### src/rtl/assert_macros.svh
// Assertion helpers shared by the RTL.
`ifndef ASSERT_MACROS_SVH
`define ASSERT_MACROS_SVH

`ifndef SYNTHESIS
`define MFA_ASSERT(lbl, clk, rst_n, prop) \
	lbl: assert property (@(posedge clk) disable iff (!rst_n) prop) else $error("mfa check failed");
`define MFA_ASSERT_NR(lbl, clk, prop) \
	lbl: assert property (@(posedge clk) prop) else $error("mfa check failed");
`else
`define MFA_ASSERT(lbl, clk, rst_n, prop)
`define MFA_ASSERT_NR(lbl, clk, prop)
`endif

`endif

### src/rtl/mfa_pkg.sv
package mfa_pkg;
	localparam int LIMB_W = 64;
	localparam int LIMBS  = 4;
	localparam int ELEM_W = LIMB_W * LIMBS;
	// accumulator for product plus reduction terms, always below 2^514
	localparam int TW     = 514;
	localparam int ROUNDS = 4;
	localparam int RND_ST = 5;
	localparam int PRD_ST = 5;
	localparam int NST    = PRD_ST + ROUNDS * RND_ST + 1;

	localparam logic [ELEM_W-1:0] Q_MOD =
		256'h73eda753299d7d483339d80809a1d80553bda402fffe5bfeffffffff00000001;

	typedef enum logic [1:0] {
		OP_ADD = 2'd0,
		OP_SUB = 2'd1,
		OP_NEG = 2'd2,
		OP_MUL = 2'd3
	} op_t;
endpackage

### src/rtl/mfa_final.sv
// final conditional subtract of q and result select
module mfa_final (
	input  logic                       clk,
	input  logic                       en,
	input  mfa_pkg::op_t               op_in,
	input  logic [mfa_pkg::ELEM_W-1:0] alt_in,
	input  logic [mfa_pkg::TW-1:0]     t_in,
	output logic [mfa_pkg::ELEM_W-1:0] r_out
);
	import mfa_pkg::*;

	logic [TW-ELEM_W-1:0] t;
	logic [TW-ELEM_W:0]   dq;
	logic [ELEM_W-1:0]    r, r_s1;

	assign t  = t_in[TW-1:ELEM_W];
	assign dq = {1'b0, t} - (TW-ELEM_W+1)'(Q_MOD);
	assign r  = dq[TW-ELEM_W] ? t[ELEM_W-1:0] : dq[ELEM_W-1:0];

	always_ff @(posedge clk) begin
		if (en) r_s1 <= (op_in == OP_MUL) ? r : alt_in;
	end

	assign r_out = r_s1;
endmodule

### config.mk
export PLATFORM = sky130hd
export DESIGN_NAME = mfa_final
export DESIGN_NICKNAME = d
export VERILOG_FILES = /design/src/rtl/assert_macros.svh /design/src/rtl/mfa_pkg.sv /design/src/rtl/mfa_final.sv
export SDC_FILE = /design/constraint.sdc
export NUM_CORES = 1
export LEC_CHECK = 0
export ABC_CLOCK_PERIOD_IN_PS = 3900
export BUFFER_PORTS_ARGS = -buffer_cell sky130_fd_sc_hd__buf_4
export CORE_AREA = 2 2 405 407
export DETAILED_ROUTE_END_ITERATION = 6
export DIE_AREA = 0 0 407 409
export PLACE_DENSITY_LB_ADDON = 0.15
export SLEW_MARGIN = 20
export SYNTH_ARGS = -nofsm -noshare
export SYNTH_HDL_FRONTEND = slang
export SYNTH_SLANG_ARGS = --single-unit
### constraint.sdc
create_clock -name clk -period 3.9 [get_ports clk]
set_input_delay 0.585 -clock clk [delete_from_list [all_inputs] [get_ports clk]]
set_output_delay 0.585 -clock clk [all_outputs]
set_load 0.02 [all_outputs]
==> results of run 1 <==
repair_timing:
action,4_1_cts,5_1_grt
gates cloned,7,4
pin swaps,53,136
buffers inserted,24,23
setup endpoints to repair,240,231
hold buffers,0,0
resized for setup,124,244
worst paths after layout:
path / start / endpoint
worst min-delay path: alt_in[1] / r_out[1]$_DFFE_PP_
worst max-delay path: t_in[281] / r_out[182]$_DFFE_PP_
worst max-delay path, cell delays in order:
cell	delay (ps)
buf_6	90
or4_4	540
or4b_4	600
o311ai_4	360
buf_12	170
buf_8	110
o21ai_4	70
a31oi_4	180
buf_6	160
a22oi_2	80
or4b_4	580
or3_1	400
a31oi_2	150
xnor2_1	160
o21ai_1	80
synthesized netlist by cell type, types with 6 or more instances:
library cell  count  area, um2
a22oi_1           6      45.04
nor2_1          228      855.8
nand2_1         443       1663
o311a_1          10      100.1
a311oi_1          7      61.31
o31ai_1          13      97.59
xor2_1           78      683.2
buf_2            19      95.09
a211oi_1         16      120.1
o211ai_1         26      195.2
nand2b_1         30      187.7
and3_1           42      262.8
o21ai_0         324       1622
a21boi_0          6      45.04
xnor2_1         160       1401
clkbuf_1        154      578.1
nor4_1           86      538.0
o22ai_1           8      50.05
a21o_1           21      157.7
and4b_1           6      60.06
nor2b_1          25      156.4
inv_1            34      127.6
a31oi_1          33      206.5
o31a_1            7      61.31
nand3_1         108      540.5
o21ai_1          10      50.05
nor4b_1          13      113.9
nor3_1          112      560.5
or4_1            19      142.6
nand4bb_1         6      67.56
a21oi_1         117      585.6
nor3b_1          14      105.1
o211a_1           8      80.08
edfxtp_1        256       7687
nand3b_1          8      60.06
nor4bb_1          7      70.07
or3_1            29      181.4
o21bai_1          8      60.06
nand4b_1         19      166.4
o21a_1           12      90.09
nand4_1          62      387.9
or2_2            24      150.1
and2_1           26      162.7
kinds of logic after synthesis:
kind of cell	after synthesis	synth area share, %
xor+xnor	238	9.575
flops	256	35.31
fa+ha+maj	1	0.05747
mux	5	0.2471
compound gates	703	20.17
simple gates	1333	30.78
buf+inv	213	3.851
metal layers:
metal | global-route usage (%) | vias up | wire length, um
met5 | 0 | - | 442
met4 | 4.438 | 72 | 3847
met3 | 6.330 | 201 | 14400
met2 | 30.25 | 873 | 74620
met1 | 22.61 | 13299 | 67030
li1 | - | 13207 | -
report_power, final:
| part | switching, mW | total, mW | internal (mW) |
|---|---|---|---|
| combinational | 1.93 | 3.55 | 1.62 |
| clock | 1.69 | 3.96 | 2.27 |
| sequential | 0.0884 | 3.44 | 3.36 |
| total | 3.71 | 11.0 | 7.24 |
final cells by class:
class,instances,area (um2)
diodes,14,35.03
inverters,35,131.4
fillers,18070,122200
flip-flops and latches,256,7687
well taps,2175,2721
repair buffers,1635,13110
clock inverters,30,320.3
multi-input cells,2280,14730
clock buffers,47,1070
==> results.sh, run 1 <==
export IMPL_clk_pin_slew_worst_paths_ps=70
export IMPL_post_place_ws_ps=-1517
export IMPL_grt_total_usage_pct=18.31
export IMPL_dp_hpwl_um=132700
export IMPL_ys_seq_area_share_pct=35.31
export IMPL_period_needed_ps=3945
export IMPL_overflow=0
export IMPL_grt_pass1_wl_um=216600
export IMPL_area_growth_pct=82.84
export IMPL_core_area_um2=162000
export IMPL_drtIter0Drc=1830
export IMPL_utilization_pct=24.57
export IMPL_end_kind="register"
export IMPL_timing_final_ws_setup_ps=-44.79
export IMPL_dr_pass1_iters=7
export IMPL_synth_flop_cell="edfxtp_1"
export IMPL_cts_sinks=256
export IMPL_grt_max_degree=132
export IMPL_crit_path_start_kind="input port"
export IMPL_fp_dieH_um=409
export IMPL_vias_per_cell=4.273
export IMPL_ant_nets=0
export IMPL_wl_um=160300
export IMPL_worstMarginPinSlew_ps=1010
export IMPL_rows=148
export IMPL_final_cells=6472
export IMPL_setup_violations=3
export IMPL_ir_drop_v=0.0003095
export IMPL_finalPower_mw=10.95
export IMPL_worstPathArrival_ps=4330
export IMPL_cts_buffer_depth=3
export IMPL_max_slew_margin_pct=32.07
export IMPL_rsz0062_at_grt="true"
export IMPL_drive_gt1_share_pct=45.46
export IMPL_hold_path_depth=3
export IMPL_final_common_cell="buf_4"
export IMPL_fmax_mhz=253.5
export IMPL_hold_slack_ps=210.3
export IMPL_place_area_um2=36050
export IMPL_cellLeakagePower_nw=16.29
export IMPL_cts_tree="yes"
export IMPL_outcome="finished with violations"
export IMPL_start_util_pct=13.44
export IMPL_synth_cell_types=97
export IMPL_maxCapViolCount=0
export IMPL_cts_max_level=2
export IMPL_ys_warn_count=0
export IMPL_antenna_found_initial=55
export IMPL_drc=3
export IMPL_mostFrequentLayoutCells="1559 x buf_4, 439 x nand2_1, 256 x edfxtp_1"
export IMPL_pin_count=1030
export IMPL_port_buffers=773
export IMPL_synthCells=2749
export IMPL_routedWlPerCell_um=24.77
export IMPL_worstPathRequired_ps=4280
export IMPL_dpl_cell_count=6339
export IMPL_setup_tns_ps=-79.15
export IMPL_worstPathMaxFanout=4
export IMPL_fin_crit_sh_pct=101.1
export IMPL_power_density_nw_per_um2=275.1
export IMPL_finalHoldViolCount=0
export IMPL_min_path_type="input port to register"
export IMPL_root_buffer="clkbuf_16"
export IMPL_cts_buffers=42
export IMPL_crit_type="input port to register"
export IMPL_synth_edf_count=256
export IMPL_final_cell_area_um2=39800
export IMPL_grt_pass1_vias=28224
export IMPL_violations="DRC, setup timing"
export IMPL_ys_ff_latch=256
export IMPL_avgSynthCellArea_um2=7.919
export IMPL_place_congestion=0.8993
export IMPL_die_area_um2=166500
export IMPL_drv_slew=0
export IMPL_vias=27652
export IMPL_synthArstFlopShare_pct=0
export IMPL_largest_register_ff_count=256
export IMPL_dieWidth_um=407
export IMPL_netlist_area_um2=21770
export IMPL_num_nets_final=5025
export IMPL_synth_nets=3524
(Power assumes the default switching activity.)
==> run 2: changes to the inputs <==
--- a/config.mk
+++ b/config.mk
@@ -6,10 +6,11 @@
 export NUM_CORES = 1
 export LEC_CHECK = 0
 export ABC_CLOCK_PERIOD_IN_PS = 3900
-export BUFFER_PORTS_ARGS = -buffer_cell sky130_fd_sc_hd__buf_4
-export CORE_AREA = 2 2 405 407
+export CORE_AREA = 2 2 402 404
 export DETAILED_ROUTE_END_ITERATION = 6
-export DIE_AREA = 0 0 407 409
+export DIE_AREA = 0 0 404 406
+export DONT_BUFFER_PORTS = 1
+export GPL_TIMING_DRIVEN = 0
 export PLACE_DENSITY_LB_ADDON = 0.15
 export SLEW_MARGIN = 20
 export SYNTH_ARGS = -nofsm -noshare
==> results.sh, run 2 (synthesized netlist as in run 1, its figures left out) <==
export IMPL_worstPathRequired_ps=4240
export IMPL_cts_sinks=256
export IMPL_ir_drop_v=0.0002644
export IMPL_largest_register_ff_count=256
export IMPL_worstPathMaxFanout=7
export IMPL_cellLeakagePower_nw=9.014
export IMPL_min_path_type="input port to register"
export IMPL_area_growth_pct=29.94
export IMPL_cts_buffer_depth=3
export IMPL_hold_slack_ps=150.8
export IMPL_pin_count=1030
export IMPL_routedWlPerCell_um=32.70
export IMPL_port_buffers=0
export IMPL_dp_hpwl_um=133100
export IMPL_grt_pass1_vias=23455
export IMPL_violations="setup timing"
export IMPL_grt_max_degree=257
export IMPL_timing_final_ws_setup_ps=-24.25
export IMPL_drc=0
export IMPL_cts_max_level=2
export IMPL_vias_per_cell=4.643
export IMPL_ctsHoldBuffers=0
export IMPL_antenna_found_initial=39
export IMPL_utilization_pct=17.72
export IMPL_start_util_pct=13.64
export IMPL_core_area_um2=159600
export IMPL_dr_pass1_iters=6
export IMPL_crit_type="input port to register"
export IMPL_final_common_cell="nand2_1"
export IMPL_wl_um=163400
export IMPL_period_needed_ps=3924
export IMPL_drv_slew=0
export IMPL_root_buffer="clkbuf_16"
export IMPL_ant_nets=0
export IMPL_end_kind="register"
export IMPL_maxCapViolCount=0
export IMPL_overflow=0
export IMPL_critPathSlowestCell="nor4_1"
export IMPL_dieWidth_um=404
export IMPL_drtIter0Drc=1761
export IMPL_crit_path_start_kind="input port"
export IMPL_mostFrequentLayoutCells="442 x nand2_1, 297 x o21ai_0, 256 x edfxtp_1"
export IMPL_grt_total_usage_pct=19.08
export IMPL_clk_pin_slew_worst_paths_ps=80
export IMPL_die_area_um2=164000
export IMPL_num_nets_final=3652
export IMPL_setup_violations=2
export IMPL_rsz0062_at_grt="true"
export IMPL_critPathMaxStageDelay_ps=680
export IMPL_fmax_mhz=254.8
export IMPL_path_common_cell="buf_16"
export IMPL_place_congestion=0.8817
export IMPL_cts_buffers=37
export IMPL_outcome="finished with violations"
export IMPL_cts_tree="yes"
export IMPL_rows=147
export IMPL_worstMarginPinSlew_ps=1152
export IMPL_worstPathArrival_ps=4260
export IMPL_post_place_ws_ps=-3168
export IMPL_vias=23196
export IMPL_fin_crit_sh_pct=100.6
export IMPL_fp_dieH_um=406
export IMPL_finalHoldViolCount=0
export IMPL_drive_gt1_share_pct=15.06
export IMPL_power_density_nw_per_um2=325.0
export IMPL_grt_pass1_wl_um=214500
export IMPL_max_slew_margin_pct=23.23
export IMPL_crit_chain="nor4_1 -> nand2_1 -> a31oi_1 -> o221ai_2 -> a22oi_2 -> buf_4 -> a21oi_2 -> o21ai_4 -> and2_4 -> buf_8 -> buf_12 -> buf_16 -> buf_16 -> nor3_4 -> xnor2_2 -> o21ai_1"
[run 2: changes by cell type in the layout (fill, tap and decap cells not counted), moves of 22 or more]
cell	before	now
o21ai_0	255	297
buf_4	1559	62
xnor2_2	43	21
o21ai_1	69	27
xnor2_1	116	139
clkbuf_2	0	30
clkbuf_1	5	119
[run 2: per-stage QoR]
stage                     power (mW)  instances  setup TNS (ps)  instance area (um2)
final                          9.194       4996          -46.31                28290
after detailed placement       5.499       4846         -580820                24640
after global placement         5.491       4835         -696040                24380
after floorplan                4.736       2749               0                21770
after global routing           9.580       4988          -744.0                28270
after CTS                      9.351       4962          -165.2                27700
[run 2: report_power, final]
part | leakage, nW | internal (mW) | switching [mW]
logic | 5.94 | 0.585 | 1.12
clock network | 0.581 | 2.08 | 1.53
registers | 2.50 | 3.38 | 0.496
[run 2: worst paths after layout]
kind,startpoint,endpoint,slack [ps],depth (start not counted)
worst max-delay path,t_in[360],r_out[199]$_DFFE_PP_,-20,16
worst min-delay path,alt_in[123],r_out[123]$_DFFE_PP_,150,2
[run 2: critical path: cells and delay by family]
kind / cells / cell delay [ps]
AOI/OAI and AO/OA: 6 / 1420
and+or+nand+nor: 4 / 1140
buffers and inverters: 5 / 830
xor gates and xnor gates: 1 / 240
[run 2: layer usage]
metal	vias to the layer above	global-route usage [%]	share of wire, %
met2	936	31.80	47
li1	10466	-	-
met4	36	3.227	2.0
met3	142	7.624	10
met5	-	0	0.13
met1	11616	23.30	41
[run 2: final cells by class]
cell class,count,area (um2)
Clock buffer,44,952.2
Inverter,35,132.6
Multi-Input combinational cell,2280,14550
Tap cell,2086,2610
Sequential cell,256,7687
Timing Repair Buffer,91,1039
Antenna cell,8,20.02
Fill cell,18120,131400
Clock inverter,20,262.8
Buffer,176,1032
[run 2: timing repair]
| item | 4_1_cts | 5_1_grt |
|---|---|---|
| pin swaps | 63 | 50 |
| hold endpoints to repair | 0 | 0 |
| buffers inserted | 51 | 26 |
| gates resized for setup | 275 | 90 |
| cloned | 3 | 0 |
| setup endpoints to repair | 256 | 196 |
